==> src/rtl/core/mtep_pkg.sv <==
// Package of shared types and constants for the MIDI track event parser.
package mtep_pkg;

    localparam int unsigned MAX_VARLEN_BYTES = 4;

    localparam logic [7:0] META_EOT    = 8'h2F;
    localparam logic [7:0] META_TEMPO  = 8'h51;
    localparam logic [7:0] ST_SYSEX    = 8'hF0;
    localparam logic [7:0] ST_ESCAPE   = 8'hF7;
    localparam logic [7:0] ST_META     = 8'hFF;
    localparam logic [7:0] ST_PROGRAM  = 8'hC0;
    localparam logic [7:0] ST_PRESSURE = 8'hD0;
    localparam logic [15:0] PAYLOAD_LIMIT_RESET = 16'd32;

    typedef enum logic [2:0] {
        KIND_CHANNEL = 3'd0,
        KIND_HEADER  = 3'd1,
        KIND_PAYLOAD = 3'd2,
        KIND_TEMPO   = 3'd3,
        KIND_NOTICE  = 3'd4
    } kind_t;

    typedef struct packed {
        logic [2:0]  kind;
        logic [7:0]  status;
        logic [3:0]  channel;
        logic [6:0]  meta_type;
        logic [7:0]  data1;
        logic [7:0]  data2;
        logic [27:0] delta;
        logic [31:0] onset_time;
        logic [15:0] payload_length;
        logic [23:0] tempo;
        logic        last;
        logic [15:0] track_number;
    } result_t;

endpackage

==> src/rtl/core/mtep_in_if.sv <==
// Request channel carrying raw track bytes.
interface mtep_in_if;
    logic       valid;
    logic       ready;
    logic [7:0] data_byte;
    logic       first_of_track;
    logic       last_of_track;

    modport source (output valid, output data_byte, output first_of_track,
                    output last_of_track, input ready);
    modport sink   (input valid, input data_byte, input first_of_track,
                    input last_of_track, output ready);
endinterface

==> src/rtl/core/mtep_out_if.sv <==
// Request channel carrying decoded track events.
interface mtep_out_if;
    logic        valid;
    logic        ready;
    logic [2:0]  kind;
    logic [7:0]  status;
    logic [3:0]  channel;
    logic [6:0]  meta_type;
    logic [7:0]  data1;
    logic [7:0]  data2;
    logic [27:0] delta;
    logic [31:0] onset_time;
    logic [15:0] payload_length;
    logic [23:0] tempo;
    logic        last;
    logic [15:0] track_number;

    modport source (output valid, output kind, output status, output channel,
                    output meta_type, output data1, output data2, output delta,
                    output onset_time, output payload_length, output tempo,
                    output last, output track_number, input ready);
    modport sink   (input valid, input kind, input status, input channel,
                    input meta_type, input data1, input data2, input delta,
                    input onset_time, input payload_length, input tempo,
                    input last, input track_number, output ready);
endinterface

==> src/rtl/core/midi_track_event_parser.sv <==
// Top level of the MIDI track event parser.
//
//  port     | dir | handshake    | request content
//  in_ch    | in  | valid/ready  | data_byte, first_of_track, last_of_track
//  out_ch   | out | valid/ready  | one decoded event, payload byte, tempo or notice
//  cfg_we   | in  | write enable | cfg_wdata = payload_limit
//
// One byte per cycle while out_ch does not stall; a result appears in the cycle after its byte is accepted.
// Decode is one pass of logic from the parse state into a single result register.
// A new byte is taken while the result register is empty or being drained.
// A stall on out_ch holds the result and stops input until it is taken.
// Reset clears all parse state and sets payload_limit to 32; no clearing pass.
module midi_track_event_parser (
    input  logic             clk,
    input  logic             rst_n,
    mtep_in_if.sink          in_ch,
    mtep_out_if.source       out_ch,
    input  logic             cfg_we,
    input  logic [15:0]      cfg_wdata
);

    logic              accept;
    logic              emit;
    logic              res_valid;
    mtep_pkg::result_t result;
    mtep_pkg::result_t res_data;

    // Take a byte when the result slot is free or being drained
    assign in_ch.ready = !res_valid || out_ch.ready;
    assign accept      = in_ch.valid && in_ch.ready;

    mtep_core u_core (
        .clk            (clk),
        .rst_n          (rst_n),
        .accept         (accept),
        .data_byte      (in_ch.data_byte),
        .first_of_track (in_ch.first_of_track),
        .last_of_track  (in_ch.last_of_track),
        .cfg_we         (cfg_we),
        .cfg_wdata      (cfg_wdata),
        .emit           (emit),
        .result         (result)
    );

    mtep_out_reg u_out (
        .clk    (clk),
        .rst_n  (rst_n),
        .load   (accept),
        .emit   (emit),
        .result (result),
        .take   (out_ch.ready),
        .valid  (res_valid),
        .data   (res_data)
    );

    // Drive the output channel
    assign out_ch.valid          = res_valid;
    assign out_ch.kind           = res_data.kind;
    assign out_ch.status         = res_data.status;
    assign out_ch.channel        = res_data.channel;
    assign out_ch.meta_type      = res_data.meta_type;
    assign out_ch.data1          = res_data.data1;
    assign out_ch.data2          = res_data.data2;
    assign out_ch.delta          = res_data.delta;
    assign out_ch.onset_time     = res_data.onset_time;
    assign out_ch.payload_length = res_data.payload_length;
    assign out_ch.tempo          = res_data.tempo;
    assign out_ch.last           = res_data.last;
    assign out_ch.track_number   = res_data.track_number;

`ifndef SYNTH
    a_kind_range: assert property (@(posedge clk) disable iff (!rst_n)
        out_ch.valid |-> out_ch.kind <= mtep_pkg::KIND_NOTICE)
        else $error("result kind out of range");

    a_notice_bare: assert property (@(posedge clk) disable iff (!rst_n)
        (out_ch.valid && out_ch.kind == mtep_pkg::KIND_NOTICE) |->
        (out_ch.status == 8'd0 && out_ch.payload_length == 16'd0 &&
         out_ch.tempo == 24'd0 && out_ch.last == 1'b0))
        else $error("notice carries event fields");

    a_tempo_tag: assert property (@(posedge clk) disable iff (!rst_n)
        (out_ch.valid && out_ch.kind == mtep_pkg::KIND_TEMPO) |->
        (out_ch.status == mtep_pkg::ST_META &&
         out_ch.meta_type == mtep_pkg::META_TEMPO[6:0]))
        else $error("tempo result without tempo tag");

    a_payload_len: assert property (@(posedge clk) disable iff (!rst_n)
        (out_ch.valid && out_ch.kind == mtep_pkg::KIND_PAYLOAD) |->
        out_ch.payload_length != 16'd0)
        else $error("payload byte from empty payload");

    a_accept_result: assert property (@(posedge clk) disable iff (!rst_n)
        (accept && !emit) |=> !out_ch.valid)
        else $error("stale result after silent byte");
`endif

endmodule

==> src/rtl/core/mtep_core.sv <==
// Parse state and per-byte decode of track bytes into event results.
module mtep_core (
    input  logic               clk,
    input  logic               rst_n,
    input  logic               accept,
    input  logic [7:0]         data_byte,
    input  logic               first_of_track,
    input  logic               last_of_track,
    input  logic               cfg_we,
    input  logic [15:0]        cfg_wdata,
    output logic               emit,
    output mtep_pkg::result_t  result
);

    typedef enum logic [3:0] {
        PH_DELTA        = 4'd0,
        PH_STATUS       = 4'd1,
        PH_DATA1        = 4'd2,
        PH_DATA2        = 4'd3,
        PH_SX_LEN       = 4'd4,
        PH_META_TYPE    = 4'd5,
        PH_META_LEN     = 4'd6,
        PH_PAYLOAD      = 4'd7,
        PH_SKIP_PAYLOAD = 4'd8,
        PH_TEMPO        = 4'd9,
        PH_SKIP_TRACK   = 4'd10
    } phase_t;

    phase_t      phase_reg, phase_next;
    logic [7:0]  rstat_reg, rstat_next;
    logic [3:0]  rchan_reg, rchan_next;
    logic [27:0] acc_reg, acc_next;
    logic [2:0]  cnt_reg, cnt_next;
    logic [31:0] time_reg, time_next;
    logic [27:0] remain_reg, remain_next;
    logic [7:0]  cstat_reg, cstat_next;
    logic [7:0]  cmeta_reg, cmeta_next;
    logic [7:0]  held_reg, held_next;
    logic [15:0] track_reg, track_next;
    logic [27:0] edelta_reg, edelta_next;
    logic [15:0] limit_reg;

    logic [27:0] acc_fed;
    logic [2:0]  cnt_fed;
    logic        vl_done;
    logic [27:0] remain_dec;
    logic [23:0] tempo_acc;

    // Decode one byte: state update and result
    always_comb
    begin
        phase_next  = phase_reg;
        rstat_next  = rstat_reg;
        rchan_next  = rchan_reg;
        acc_next    = acc_reg;
        cnt_next    = cnt_reg;
        time_next   = time_reg;
        remain_next = remain_reg;
        cstat_next  = cstat_reg;
        cmeta_next  = cmeta_reg;
        held_next   = held_reg;
        track_next  = track_reg;
        edelta_next = edelta_reg;
        emit        = 1'b0;
        result      = '0;

        // Restart parsing at a new track
        if (first_of_track)
        begin
            if (track_reg != 16'hFFFF)
                track_next = track_reg + 16'd1;
            rstat_next = '0;
            rchan_next = '0;
            time_next  = '0;
            phase_next = PH_DELTA;
            acc_next   = '0;
            cnt_next   = '0;
        end

        acc_fed    = {acc_next[20:0], data_byte[6:0]};
        cnt_fed    = cnt_next + 3'd1;
        vl_done    = !data_byte[7] ||
                     (cnt_fed >= 3'(mtep_pkg::MAX_VARLEN_BYTES));
        remain_dec = remain_next - 28'd1;
        tempo_acc  = {acc_next[15:0], data_byte};

        result.delta        = edelta_reg;
        result.onset_time   = time_next;
        result.track_number = track_next;

        unique case (phase_next)
            PH_DELTA:
            begin
                acc_next = acc_fed;
                cnt_next = cnt_fed;
                if (vl_done)
                begin
                    edelta_next = acc_fed;
                    time_next   = time_next + {4'd0, acc_fed};
                    phase_next  = PH_STATUS;
                end
            end
            PH_STATUS:
            begin
                if (!data_byte[7])
                begin
                    if (rstat_next[7] && rstat_next[7:4] != 4'hF)
                    begin
                        cstat_next = rstat_next;
                        held_next  = data_byte;
                        if (rstat_next == mtep_pkg::ST_PROGRAM ||
                            rstat_next == mtep_pkg::ST_PRESSURE)
                        begin
                            emit           = 1'b1;
                            result.kind    = mtep_pkg::KIND_CHANNEL;
                            result.status  = rstat_next;
                            result.channel = rchan_next;
                            result.data1   = data_byte;
                            phase_next     = PH_DELTA;
                            acc_next       = '0;
                            cnt_next       = '0;
                        end
                        else
                            phase_next = PH_DATA2;
                    end
                    else
                    begin
                        emit        = 1'b1;
                        result.kind = mtep_pkg::KIND_NOTICE;
                        phase_next  = PH_SKIP_TRACK;
                    end
                end
                else if (data_byte[7:4] != 4'hF)
                begin
                    rstat_next = {data_byte[7:4], 4'h0};
                    rchan_next = data_byte[3:0];
                    cstat_next = {data_byte[7:4], 4'h0};
                    phase_next = PH_DATA1;
                end
                else if (data_byte == mtep_pkg::ST_SYSEX ||
                         data_byte == mtep_pkg::ST_ESCAPE)
                begin
                    rstat_next = '0;
                    cstat_next = data_byte;
                    cmeta_next = '0;
                    phase_next = PH_SX_LEN;
                    acc_next   = '0;
                    cnt_next   = '0;
                end
                else if (data_byte == mtep_pkg::ST_META)
                begin
                    rstat_next = '0;
                    cstat_next = data_byte;
                    phase_next = PH_META_TYPE;
                end
                else
                begin
                    emit        = 1'b1;
                    result.kind = mtep_pkg::KIND_NOTICE;
                    phase_next  = PH_SKIP_TRACK;
                end
            end
            PH_DATA1:
            begin
                held_next = data_byte;
                if (cstat_next == mtep_pkg::ST_PROGRAM ||
                    cstat_next == mtep_pkg::ST_PRESSURE)
                begin
                    emit           = 1'b1;
                    result.kind    = mtep_pkg::KIND_CHANNEL;
                    result.status  = cstat_next;
                    result.channel = rchan_next;
                    result.data1   = data_byte;
                    phase_next     = PH_DELTA;
                    acc_next       = '0;
                    cnt_next       = '0;
                end
                else
                    phase_next = PH_DATA2;
            end
            PH_DATA2:
            begin
                emit           = 1'b1;
                result.kind    = mtep_pkg::KIND_CHANNEL;
                result.status  = cstat_next;
                result.channel = rchan_next;
                result.data1   = held_next;
                result.data2   = data_byte;
                phase_next     = PH_DELTA;
                acc_next       = '0;
                cnt_next       = '0;
            end
            PH_SX_LEN, PH_META_LEN:
            begin
                acc_next = acc_fed;
                cnt_next = cnt_fed;
                if (vl_done)
                begin
                    if (phase_next == PH_META_LEN && cmeta_next[7])
                    begin
                        // Drop payload of a meta type above 127
                        if (acc_fed == '0)
                        begin
                            phase_next = PH_DELTA;
                            acc_next   = '0;
                            cnt_next   = '0;
                        end
                        else
                        begin
                            remain_next = acc_fed;
                            phase_next  = PH_SKIP_PAYLOAD;
                        end
                    end
                    else if (phase_next == PH_META_LEN &&
                             cmeta_next == mtep_pkg::META_EOT && acc_fed != '0)
                    begin
                        emit        = 1'b1;
                        result.kind = mtep_pkg::KIND_NOTICE;
                        phase_next  = PH_SKIP_TRACK;
                    end
                    else if (phase_next == PH_META_LEN &&
                             cmeta_next == mtep_pkg::META_TEMPO)
                    begin
                        if (acc_fed != 28'd3)
                        begin
                            emit        = 1'b1;
                            result.kind = mtep_pkg::KIND_NOTICE;
                            phase_next  = PH_SKIP_TRACK;
                        end
                        else
                        begin
                            remain_next = 28'd3;
                            acc_next    = '0;
                            phase_next  = PH_TEMPO;
                        end
                    end
                    else if (acc_fed > {12'd0, limit_reg})
                    begin
                        // Skip an oversize payload quietly
                        remain_next = acc_fed;
                        phase_next  = PH_SKIP_PAYLOAD;
                    end
                    else
                    begin
                        emit                  = 1'b1;
                        result.kind           = mtep_pkg::KIND_HEADER;
                        result.status         = cstat_next;
                        result.meta_type      = cmeta_next[6:0];
                        result.payload_length = acc_fed[15:0];
                        if (acc_fed == '0)
                        begin
                            phase_next = PH_DELTA;
                            acc_next   = '0;
                            cnt_next   = '0;
                        end
                        else
                        begin
                            remain_next = acc_fed;
                            phase_next  = PH_PAYLOAD;
                        end
                    end
                end
            end
            PH_META_TYPE:
            begin
                cmeta_next = data_byte;
                phase_next = PH_META_LEN;
                acc_next   = '0;
                cnt_next   = '0;
            end
            PH_PAYLOAD:
            begin
                remain_next           = remain_dec;
                emit                  = 1'b1;
                result.kind           = mtep_pkg::KIND_PAYLOAD;
                result.status         = cstat_next;
                result.meta_type      = cmeta_next[6:0];
                result.data1          = data_byte;
                result.payload_length = acc_next[15:0];
                result.last           = (remain_dec == '0);
                if (remain_dec == '0)
                begin
                    phase_next = PH_DELTA;
                    acc_next   = '0;
                    cnt_next   = '0;
                end
            end
            PH_SKIP_PAYLOAD:
            begin
                remain_next = remain_dec;
                if (remain_dec == '0)
                begin
                    phase_next = PH_DELTA;
                    acc_next   = '0;
                    cnt_next   = '0;
                end
            end
            PH_TEMPO:
            begin
                acc_next    = {4'd0, tempo_acc};
                remain_next = remain_dec;
                if (remain_dec == '0)
                begin
                    emit             = 1'b1;
                    result.kind      = mtep_pkg::KIND_TEMPO;
                    result.status    = mtep_pkg::ST_META;
                    result.meta_type = mtep_pkg::META_TEMPO[6:0];
                    result.tempo     = tempo_acc;
                    phase_next       = PH_DELTA;
                    acc_next         = '0;
                    cnt_next         = '0;
                end
            end
            PH_SKIP_TRACK:
            begin
                phase_next = PH_SKIP_TRACK;
            end
            default:
            begin
                phase_next = PH_DELTA;
                acc_next   = '0;
                cnt_next   = '0;
            end
        endcase

        // Wait for a delta after the track ends
        if (last_of_track)
        begin
            phase_next = PH_DELTA;
            acc_next   = '0;
            cnt_next   = '0;
        end
    end

    // Hold parse state; advance on each accepted byte
    always_ff @(posedge clk or negedge rst_n)
    begin
        if (!rst_n)
        begin
            phase_reg  <= PH_DELTA;
            rstat_reg  <= '0;
            rchan_reg  <= '0;
            acc_reg    <= '0;
            cnt_reg    <= '0;
            time_reg   <= '0;
            remain_reg <= '0;
            cstat_reg  <= '0;
            cmeta_reg  <= '0;
            held_reg   <= '0;
            track_reg  <= '0;
            edelta_reg <= '0;
            limit_reg  <= mtep_pkg::PAYLOAD_LIMIT_RESET;
        end
        else
        begin
            if (cfg_we)
                limit_reg <= cfg_wdata;
            if (accept)
            begin
                phase_reg  <= phase_next;
                rstat_reg  <= rstat_next;
                rchan_reg  <= rchan_next;
                acc_reg    <= acc_next;
                cnt_reg    <= cnt_next;
                time_reg   <= time_next;
                remain_reg <= remain_next;
                cstat_reg  <= cstat_next;
                cmeta_reg  <= cmeta_next;
                held_reg   <= held_next;
                track_reg  <= track_next;
                edelta_reg <= edelta_next;
            end
        end
    end

endmodule

==> src/rtl/core/mtep_out_reg.sv <==
// Result register between the decode logic and the output channel.
module mtep_out_reg (
    input  logic               clk,
    input  logic               rst_n,
    input  logic               load,
    input  logic               emit,
    input  mtep_pkg::result_t  result,
    input  logic               take,
    output logic               valid,
    output mtep_pkg::result_t  data
);

    logic              valid_reg, valid_next;
    mtep_pkg::result_t data_reg;

    // Refill on an accepted byte, drain when taken
    always_comb
    begin
        valid_next = valid_reg;
        if (load)
            valid_next = emit;
        else if (take)
            valid_next = 1'b0;
    end

    always_ff @(posedge clk or negedge rst_n)
    begin
        if (!rst_n)
            valid_reg <= 1'b0;
        else
            valid_reg <= valid_next;
    end

    // Capture payload with each accepted byte that emits a result
    always_ff @(posedge clk)
    begin
        if (load && emit)
            data_reg <= result;
    end

    assign valid = valid_reg;
    assign data  = data_reg;

endmodule
==> src/flat_wrapper.sv <==
// flat-port wrapper written by rule: the top's interface ports become plain ports
module midi_track_event_parser_flat 
  (clk, rst_n, cfg_we, cfg_wdata, in_ch_valid, in_ch_data_byte, in_ch_first_of_track, in_ch_last_of_track, in_ch_ready, out_ch_valid, out_ch_kind, out_ch_status, out_ch_channel, out_ch_meta_type, out_ch_data1, out_ch_data2, out_ch_delta, out_ch_onset_time, out_ch_payload_length, out_ch_tempo, out_ch_last, out_ch_track_number, out_ch_ready);
  mtep_in_if in_ch_i ();
  mtep_out_if out_ch_i ();
  input  logic clk;
  input  logic rst_n;
  input  logic cfg_we;
  input  logic [15:0] cfg_wdata;
  input wire logic [$bits(in_ch_i.valid)-1:0] in_ch_valid;
  input wire logic [$bits(in_ch_i.data_byte)-1:0] in_ch_data_byte;
  input wire logic [$bits(in_ch_i.first_of_track)-1:0] in_ch_first_of_track;
  input wire logic [$bits(in_ch_i.last_of_track)-1:0] in_ch_last_of_track;
  output wire logic [$bits(in_ch_i.ready)-1:0] in_ch_ready;
  output wire logic [$bits(out_ch_i.valid)-1:0] out_ch_valid;
  output wire logic [$bits(out_ch_i.kind)-1:0] out_ch_kind;
  output wire logic [$bits(out_ch_i.status)-1:0] out_ch_status;
  output wire logic [$bits(out_ch_i.channel)-1:0] out_ch_channel;
  output wire logic [$bits(out_ch_i.meta_type)-1:0] out_ch_meta_type;
  output wire logic [$bits(out_ch_i.data1)-1:0] out_ch_data1;
  output wire logic [$bits(out_ch_i.data2)-1:0] out_ch_data2;
  output wire logic [$bits(out_ch_i.delta)-1:0] out_ch_delta;
  output wire logic [$bits(out_ch_i.onset_time)-1:0] out_ch_onset_time;
  output wire logic [$bits(out_ch_i.payload_length)-1:0] out_ch_payload_length;
  output wire logic [$bits(out_ch_i.tempo)-1:0] out_ch_tempo;
  output wire logic [$bits(out_ch_i.last)-1:0] out_ch_last;
  output wire logic [$bits(out_ch_i.track_number)-1:0] out_ch_track_number;
  input wire logic [$bits(out_ch_i.ready)-1:0] out_ch_ready;
  assign in_ch_i.valid = in_ch_valid;
  assign in_ch_i.data_byte = in_ch_data_byte;
  assign in_ch_i.first_of_track = in_ch_first_of_track;
  assign in_ch_i.last_of_track = in_ch_last_of_track;
  assign in_ch_ready = in_ch_i.ready;
  assign out_ch_valid = out_ch_i.valid;
  assign out_ch_kind = out_ch_i.kind;
  assign out_ch_status = out_ch_i.status;
  assign out_ch_channel = out_ch_i.channel;
  assign out_ch_meta_type = out_ch_i.meta_type;
  assign out_ch_data1 = out_ch_i.data1;
  assign out_ch_data2 = out_ch_i.data2;
  assign out_ch_delta = out_ch_i.delta;
  assign out_ch_onset_time = out_ch_i.onset_time;
  assign out_ch_payload_length = out_ch_i.payload_length;
  assign out_ch_tempo = out_ch_i.tempo;
  assign out_ch_last = out_ch_i.last;
  assign out_ch_track_number = out_ch_i.track_number;
  assign out_ch_i.ready = out_ch_ready;
  midi_track_event_parser u_core (.clk(clk), .rst_n(rst_n), .in_ch(in_ch_i), .out_ch(out_ch_i), .cfg_we(cfg_we), .cfg_wdata(cfg_wdata));
endmodule
==> config.mk <==
export PLATFORM = sky130hd
export DESIGN_NAME = midi_track_event_parser_flat
export DESIGN_NICKNAME = d
export VERILOG_FILES = /design/src/rtl/core/mtep_pkg.sv /design/src/rtl/core/mtep_in_if.sv /design/src/rtl/core/mtep_out_if.sv /design/src/rtl/core/midi_track_event_parser.sv /design/src/rtl/core/mtep_core.sv /design/src/rtl/core/mtep_out_reg.sv /design/src/flat_wrapper.sv
export SDC_FILE = /design/constraint.sdc
export NUM_CORES = 1
export LEC_CHECK = 0
export ABC_AREA = 0
export BUFFER_PORTS_ARGS = -buffer_cell sky130_fd_sc_hd__buf_4
export CAP_MARGIN = 5
export CORE_ASPECT_RATIO = 1.1
export CORE_MARGIN = 3
export CORE_UTILIZATION = 53
export DETAILED_ROUTE_END_ITERATION = 16
export GPL_TIMING_DRIVEN = 0
export PLACE_DENSITY_LB_ADDON = 0.3
export SETUP_SLACK_MARGIN = 0.4
export SYNTH_ARGS = -nofsm -noshare
export SYNTH_HDL_FRONTEND = slang
export SYNTH_SLANG_ARGS = --single-unit
==> constraint.sdc <==
create_clock -name clk -period 7.4 [get_ports clk]
set_clock_uncertainty 0.05 [all_clocks]
set_input_delay 0.37 -clock clk [delete_from_list [all_inputs] [get_ports clk]]
set_output_delay 0.37 -clock clk [all_outputs]
set_load 0.02 [all_outputs]
==> results of run 1 <==
-- synthesized netlist by cell type (8+ instances only) --
master,count,share of area (%)
o211ai_1,9,0.40
edfxtp_1,155,28
xor2_1,25,1.3
or2_2,11,0.41
nand2b_1,33,1.2
nand3_1,30,0.89
o21a_1,11,0.49
or4_1,8,0.36
nand2_1,215,4.8
and2_1,30,1.1
nor4_1,20,0.74
nor3b_1,9,0.40
a21o_1,18,0.80
o221ai_1,8,0.41
nand4_1,21,0.78
a22o_1,31,1.6
nor3_1,66,2.0
inv_1,60,1.3
nor2b_1,43,1.6
o21ai_0,133,3.9
nor2_1,120,2.7
ha_1,44,3.3
xnor2_1,30,1.6
mux2_2,11,0.73
a22oi_1,8,0.36
dfrtp_1,184,27
clkbuf_1,79,1.8
or3_1,15,0.55
o31ai_1,11,0.49
a21oi_1,60,1.8
and3_1,13,0.48
a31oi_1,12,0.44
a221o_1,24,1.4
o22ai_1,9,0.33
-- how the worst max path moves through the flow --
stage | from | end | slack, ns
2_1_floorplan | in_ch_first_of_track | u_core.u_out.data[0]$_DFFE_PP_ | 1.76
3_3_place_gp | in_ch_first_of_track | u_core.u_out.data[62]$_DFFE_PP_ | -1.22
3_5_place_dp | in_ch_first_of_track | u_core.u_core.remain_reg[16]$_DFFE_PN0P_ | 0.05
4_1_cts | in_ch_first_of_track | u_core.u_core.remain_reg[16]$_DFFE_PN0P_ | 0.59
5_1_grt | in_ch_first_of_track | u_core.u_core.time_reg[29]$_DFFE_PN0P_ | 0.48
6_report | in_ch_first_of_track | u_core.u_out.data[67]$_DFFE_PP_ | 0.77
-- metal layers --
metal / vias up / global-route usage (%) / share of wire [%]
met2: 788 / 43.5 / 44
met5: - / 0 / 0
met3: 132 / 5.49 / 9.5
li1: 6469 / - / -
met1: 6872 / 41.2 / 42
met4: 0 / 11.0 / 4.0
-- per-stage QoR --
| stage | instances | worst slack, ns | TNS [ns] |
|---|---|---|---|
| floorplan | 1648 | 1.76 | 0 |
| global placement | 2249 | -1.22 | -185.81 |
| detailed placement | 2252 | 0.0497 | 0 |
| CTS | 2326 | 0.589 | 0 |
| global route | 2326 | 0.485 | 0 |
| finish | 2326 | 0.767 | 0 |
-- cell type report --
type | instances | area share [%]
timing repair buffer | 199 | 7.87
multi-input combinational | 1159 | 35.1
clock inverter | 21 | 0.727
clock buffer | 44 | 4.72
sequential | 340 | 46.1
inverter | 60 | 1.12
buffer | 89 | 1.73
tap | 414 | 2.57
-- critical path, delay by kind of cell --
family                     cells  cell delay, ns
adders and majority gates      1            0.38
and+or+nand+nor                5            1.40
buffers and inverters          8            3.23
AOI/OAI and AO/OA              4            1.28
-- logic make-up (layout without fill, tap and decap cells) --
| logic type | after synthesis | in the layout | synth area share, % |
|---|---|---|---|
| buf+inv | 149 | 413 | 3.40 |
| simple gates | 652 | 652 | 19.0 |
| fa+ha+maj | 46 | 46 | 3.43 |
| flops | 340 | 340 | 54.9 |
| xor+xnor | 55 | 55 | 2.85 |
| compound gates | 392 | 392 | 15.5 |
| mux | 14 | 14 | 0.910 |
-- timing repair --
| action | CTS | global route |
|---|---|---|
| endpoints found under the hold margin | 98 | 0 |
| resized for setup | 0 | 3 |
| hold buffers | 9 | 0 |
| endpoints found under the setup margin | 0 | 74 |
-- power groups by stage --
stage	sequential (mW)	clock, mW	combinational [mW]
after global placement	2.22	0	0.564
after global routing	2.21	1.79	0.660
final	2.19	1.70	0.602
after detailed placement	2.22	0	0.584
after CTS	2.19	1.71	0.593
after floorplan	2.20	0	0.401
==> flow_metrics.env, run 1 <==
export IMPL_grt_max_degree=96
export IMPL_start_util_pct=54.7
export IMPL_clk_latency_ns=0.55
export IMPL_clock_tree_buffer_depth=3
export IMPL_antenna_found_initial=0
export IMPL_area_sequential_sq_um=9290
export IMPL_yosysUniqueCellTypes=76
export IMPL_setup_viol=0
export IMPL_dpl_instance_area_sq_um=18900
export IMPL_maxCapViolCount=0
export IMPL_mostFrequentLayoutCells="nand2_1 (215), buf_4 (186), dfrtp_1 (184)"
export IMPL_ir_drop_mv=0.127
export IMPL_power_share_clock_pct=37.8
export IMPL_syn2layout_area_growth_pct=19.0
export IMPL_multi_input_area_sq_um=7070
export IMPL_gp_congestion=0.964
export IMPL_grt_pass1_vias=13300
export IMPL_hp_class="input port to flip-flop"
export IMPL_syn_area_per_cell_sq_um=10.3
export IMPL_holdWs_ns=0.0149
export IMPL_cp_end_kind="flip-flop"
export IMPL_syn_area_sq_um=16900
export IMPL_crit_slowest_cell="nand2b_1"
export IMPL_wl_per_cell_um=21.7
export IMPL_ys_seq_elements=340
export IMPL_final_cell_area_sq_um=20100
export IMPL_async_flop_share_pct=54.4
export IMPL_crit_required_ns=7.58
export IMPL_period_needed_ns=6.63
export IMPL_drive_above_1_share_pct=15.0
export IMPL_max_freq_mhz=151
export IMPL_io_buffer_count=187
export IMPL_rrSetupSlack_ns=2.31
export IMPL_cts_tree="yes"
export IMPL_power_leakage_nw=8.47
export IMPL_clk_pin_slew_worst_paths_ns=0.06
export IMPL_switchingPower_mw=1.25
export IMPL_crit_path_max_fanout=75
export IMPL_die_area_sq_um=34100
export IMPL_slew_headroom_pct=5.07
export IMPL_num_vias=14300
export IMPL_critPathMaxStageDelay_ns=0.62
export IMPL_drtAntennaViolNets=0
export IMPL_cts_buffers=36
export IMPL_dp_final_hpwl_um=36500
export IMPL_dieWidth_um=176
export IMPL_grt_setup_unrepaired="no"
export IMPL_post_route_period_util_pct=89.6
export IMPL_ys_seq_area_share_pct=54.9
export IMPL_syn_inst=1648
export IMPL_ys_warnings_count=0
export IMPL_p_sw_share_pct=27.8
export IMPL_final_common_cell="nand2_1"
export IMPL_fillers=2465
export IMPL_via_per_inst=6.13
export IMPL_path_common_cell="clkbuf_1"
export IMPL_r2r_cells=11
export IMPL_post_cts_buffers=0
export IMPL_hold_violations=0
export IMPL_combinationalPowerShare_pct=13.4
export IMPL_whs_endpoint="u_core.u_core.limit_reg[0]$_DFFE_PN0P_"
export IMPL_worstMarginPinSlew_ns=1.41
export IMPL_start_kind="input port"
export IMPL_largest_reg_flops=155
export IMPL_path_class="input port to flip-flop"
export IMPL_coreArea_sq_um=30900
export IMPL_hp_start="cfg_wdata[0]"
export IMPL_htree_levels=2
export IMPL_p_int_mw=3.25
export IMPL_num_rows=67
export IMPL_path_cells="buf_4 > clkbuf_1 > clkbuf_1 > clkbuf_1 > clkbuf_1 > nand2b_1 > inv_1 > ha_1 > nand4_1 > or2_2 > a21oi_1 > nor4b_1 > a211oi_2 > o21ai_0 > and2_1 > o31a_4 > buf_16 > buf_16"
export IMPL_p_per_area_nw_per_um2=223
export IMPL_worstReg2RegEnd="u_core.u_out.data[67]$_DFFE_PP_"
export IMPL_synth_edf_count=155
export IMPL_yosys_most_used_dff="dfrtp_1"
export IMPL_dr_pass1_iters=6
export IMPL_antennaDiodeCount=0
export IMPL_maxSlewViolCount=0
export IMPL_critical_path_arrival_ns=6.81
export IMPL_pwr_share_seq_pct=48.8
export IMPL_drt_total_wl_um=50400
export IMPL_cts_root_buf="clkbuf_16"
export IMPL_drt_first_iter_violations=1835
export IMPL_pin_count=188
export IMPL_track_usage_pct=28.7
export IMPL_drc_errors=0
export IMPL_overflow=0
export IMPL_syn_num_nets=1724
export IMPL_total_power_mw=4.49
export IMPL_whs_path_depth=2
export IMPL_final_nets=1961
export IMPL_outcome="complete, no violations"
export IMPL_reg2reg_from="u_core.u_core.remain_reg[2]$_DFFE_PN0P_"
export IMPL_grt_pass1_wl_um=76700
export IMPL_die_height_um=193
export IMPL_post_route_util_pct=65.1
export IMPL_cts_sinks=340
Note: power is estimated with default switching activity, not from simulation.
==> run 2: changes to the inputs <==
clock period = 5.78 ns   (was 7.4 ns; I/O delays follow)
==> run 2 against run 1 <==
  * Core utilization rose by 0.85 points
  * Sequential share of layout area is 0.60 points lower
  * Hold slack improved by 0.012 ns
  * Global-route usage increased by 0.33 points
  * Via count grew 0.34%
  * Worst setup slack worse by 0.23 ns
  * Non-clock buffer count increased by 10
  * Sequential power is 28% higher
  * Register-to-register slack got worse by 1.6 ns
  * Combinational power is 29% higher
  * Sequential cell count unchanged
==> flow_metrics.env, run 2 (synthesized netlist as in run 1, its figures left out) <==
export IMPL_cts_root_buf="clkbuf_16"
export IMPL_cts_sinks=340
export IMPL_drive_above_1_share_pct=15.6
export IMPL_track_usage_pct=29.1
export IMPL_period_needed_ns=5.24
export IMPL_crit_required_ns=5.94
export IMPL_via_per_inst=6.12
export IMPL_antenna_found_initial=0
export IMPL_pin_count=188
export IMPL_ir_drop_mv=0.197
export IMPL_crit_family="buffers and inverters"
export IMPL_p_per_area_nw_per_um2=294
export IMPL_cts_tree="yes"
export IMPL_r2r_cells=15
export IMPL_power_leakage_nw=8.61
export IMPL_dp_cells=2252
export IMPL_drt_total_wl_um=50300
export IMPL_path_class="input port to flip-flop"
export IMPL_drtAntennaViolNets=0
export IMPL_antennaDiodeCount=0
export IMPL_maxSlewViolCount=0
export IMPL_final_cells=2339
export IMPL_dp_final_hpwl_um=35900
export IMPL_cp_end_kind="flip-flop"
export IMPL_grt_pass1_vias=13800
export IMPL_grt_max_degree=113
export IMPL_rrSetupSlack_ns=0.68
export IMPL_dr_pass1_iters=8
export IMPL_num_rows=67
export IMPL_path_depth=18
export IMPL_hold_violations=0
export IMPL_start_util_pct=54.7
export IMPL_dpl_instance_area_sq_um=18900
export IMPL_die_area_sq_um=34100
export IMPL_final_nets=1972
export IMPL_coreArea_sq_um=30900
export IMPL_reg2reg_from="u_core.u_core.remain_reg[0]$_DFFE_PN0P_"
export IMPL_post_route_period_util_pct=90.7
export IMPL_largest_reg_flops=155
export IMPL_clock_tree_buffer_depth=3
export IMPL_setup_worst_path_start="in_ch_first_of_track"
export IMPL_grt_setup_unrepaired="no"
export IMPL_cts_buffers=37
export IMPL_final_common_cell="nand2_1"
export IMPL_crit_slowest_cell="a211oi_2"
export IMPL_final_cell_area_sq_um=20400
export IMPL_die_height_um=193
export IMPL_drc_errors=0
export IMPL_outcome="complete, no violations"
export IMPL_crit_path_max_fanout=73
export IMPL_overflow=0
export IMPL_dieWidth_um=176
export IMPL_path_common_cell="clkbuf_2"
export IMPL_maxCapViolCount=0
export IMPL_grt_pass1_wl_um=78100
export IMPL_clk_pin_slew_worst_paths_ns=0.06
export IMPL_post_cts_buffers=0
export IMPL_htree_levels=2
export IMPL_io_buffer_count=187
export IMPL_crit_buf_inv=8
export IMPL_clk_latency_ns=0.54
export IMPL_max_freq_mhz=191
export IMPL_critPathMaxStageDelay_ns=0.49
export IMPL_path_cells="buf_4 > clkbuf_2 > clkbuf_4 > clkbuf_2 > clkbuf_2 > nand2b_2 > inv_1 > ha_1 > nand4_1 > or2_2 > a21oi_1 > nor4b_1 > a211oi_2 > o21ai_0 > and2_1 > o31a_4 > buf_16 > buf_16"
export IMPL_worstMarginPinSlew_ns=1.04
export IMPL_wl_per_cell_um=21.5
export IMPL_hp_class="input port to flip-flop"
export IMPL_worstReg2RegEnd="u_core.u_out.data[72]$_DFFE_PP_"
export IMPL_critPathCapture="u_core.u_out.data[63]$_DFFE_PP_"
export IMPL_mostFrequentLayoutCells="nand2_1 (215), buf_4 (186), dfrtp_1 (184)"
export IMPL_drt_first_iter_violations=1642
export IMPL_gp_congestion=0.971
export IMPL_num_vias=14300
export IMPL_start_kind="input port"
export IMPL_setup_viol=0
export IMPL_slew_headroom_pct=29.9
export IMPL_critical_path_arrival_ns=5.41
export IMPL_syn2layout_area_growth_pct=20.6
==> run 2: cell types whose count changed in the layout (fill, tap and decap cells not counted), moves of 2 or more <==
| cell | before | now |
|---|---|---|
| nand2b_1 | 33 | 31 |
| clkbuf_16 | 36 | 38 |
| dlygate4sd3_1 | 9 | 18 |
| nand2b_2 | 0 | 2 |
| clkbuf_2 | 0 | 5 |
| clkbuf_1 | 85 | 82 |
| clkinv_4 | 3 | 0 |
| clkinv_2 | 5 | 7 |
| bufinv_16 | 0 | 4 |
| clkinv_1 | 7 | 3 |
==> run 2: tightest hold or removal path, delay by kind of cell <==
family	cells	cell delay, ns
AO/OA/AOI/OAI	1	0.12
buffers and inverters	2	0.17
==> run 2: area by class of cell <==
class | count | area (sq um)
Buffer | 89 | 359
Clock buffer | 49 | 1010
Clock inverter | 19 | 226
Fill cell | 2409 | 10500
Inverter | 60 | 225
Multi-Input combinational cell | 1159 | 7090
Sequential cell | 340 | 9290
Tap cell | 414 | 518
Timing Repair Buffer | 209 | 1680
==> run 2: worst min path at each step <==
stage / slack (ns) / to / cells after the start / start
detailed placement: 0.24 / u_core.u_core.held_reg[6]$_DFFE_PN0P_ / 1 / rst_n
CTS: 0.02 / u_core.u_out.valid$_DFFE_PN0P_ / 3 / out_ch_ready
floorplan: -0.06 / u_core.u_core.acc_reg[0]$_DFFE_PN0P_ / 0 / rst_n
global placement: 0.38 / u_core.u_out.data[97]$_DFFE_PP_ / 0 / u_core.u_core.edelta_reg[8]$_DFFE_PN0P_
global route: 0.05 / u_core.u_out.valid$_DFFE_PN0P_ / 3 / out_ch_ready
finish: 0.03 / u_core.u_out.valid$_DFFE_PN0P_ / 3 / out_ch_ready
==> run 2: power by group <==
part	switching [mW]	leakage, nW	internal (mW)	total (mW)
Clock	0.982	0.603	1.43	2.41
Sequential	0.126	3.91	2.68	2.81
Combinational	0.485	4.09	0.290	0.775
Total	1.59	8.61	4.40	5.99
==> run 2: metrics by stage <==
stage	hold WS, ns	setup TNS, ns	util [%]	power, mW	worst slack [ns]
finish	0.0269	0	65.9	5.99	0.537
global route	0.0468	0	65.9	6.21	0.432
CTS	0.0207	0	65.9	6.00	0.439
global placement	0.379	-300.24	60.9	3.56	-1.43
floorplan	-0.0566	0	-	3.33	1.16
detailed placement	0.243	-250.43	61.2	3.59	-1.54
==> run 2: metal layers <==
metal  share of wire [%]  global-route usage (%)  up-vias
met1                  41                    41.5     6905
met2                  46                    45.2      785
met3                 9.3                    4.41      128
met5                   0                       0        -
met4                 3.8                    10.9        0
li1                    -                       -     6491
==> run 2: what timing repair did <==
item                       4_1_cts  5_1_grt
gates resized for setup         11        5
setup endpoints to repair      296      107
pin swaps                        0        1
hold buffers                    18        0
hold endpoints to repair        88        0
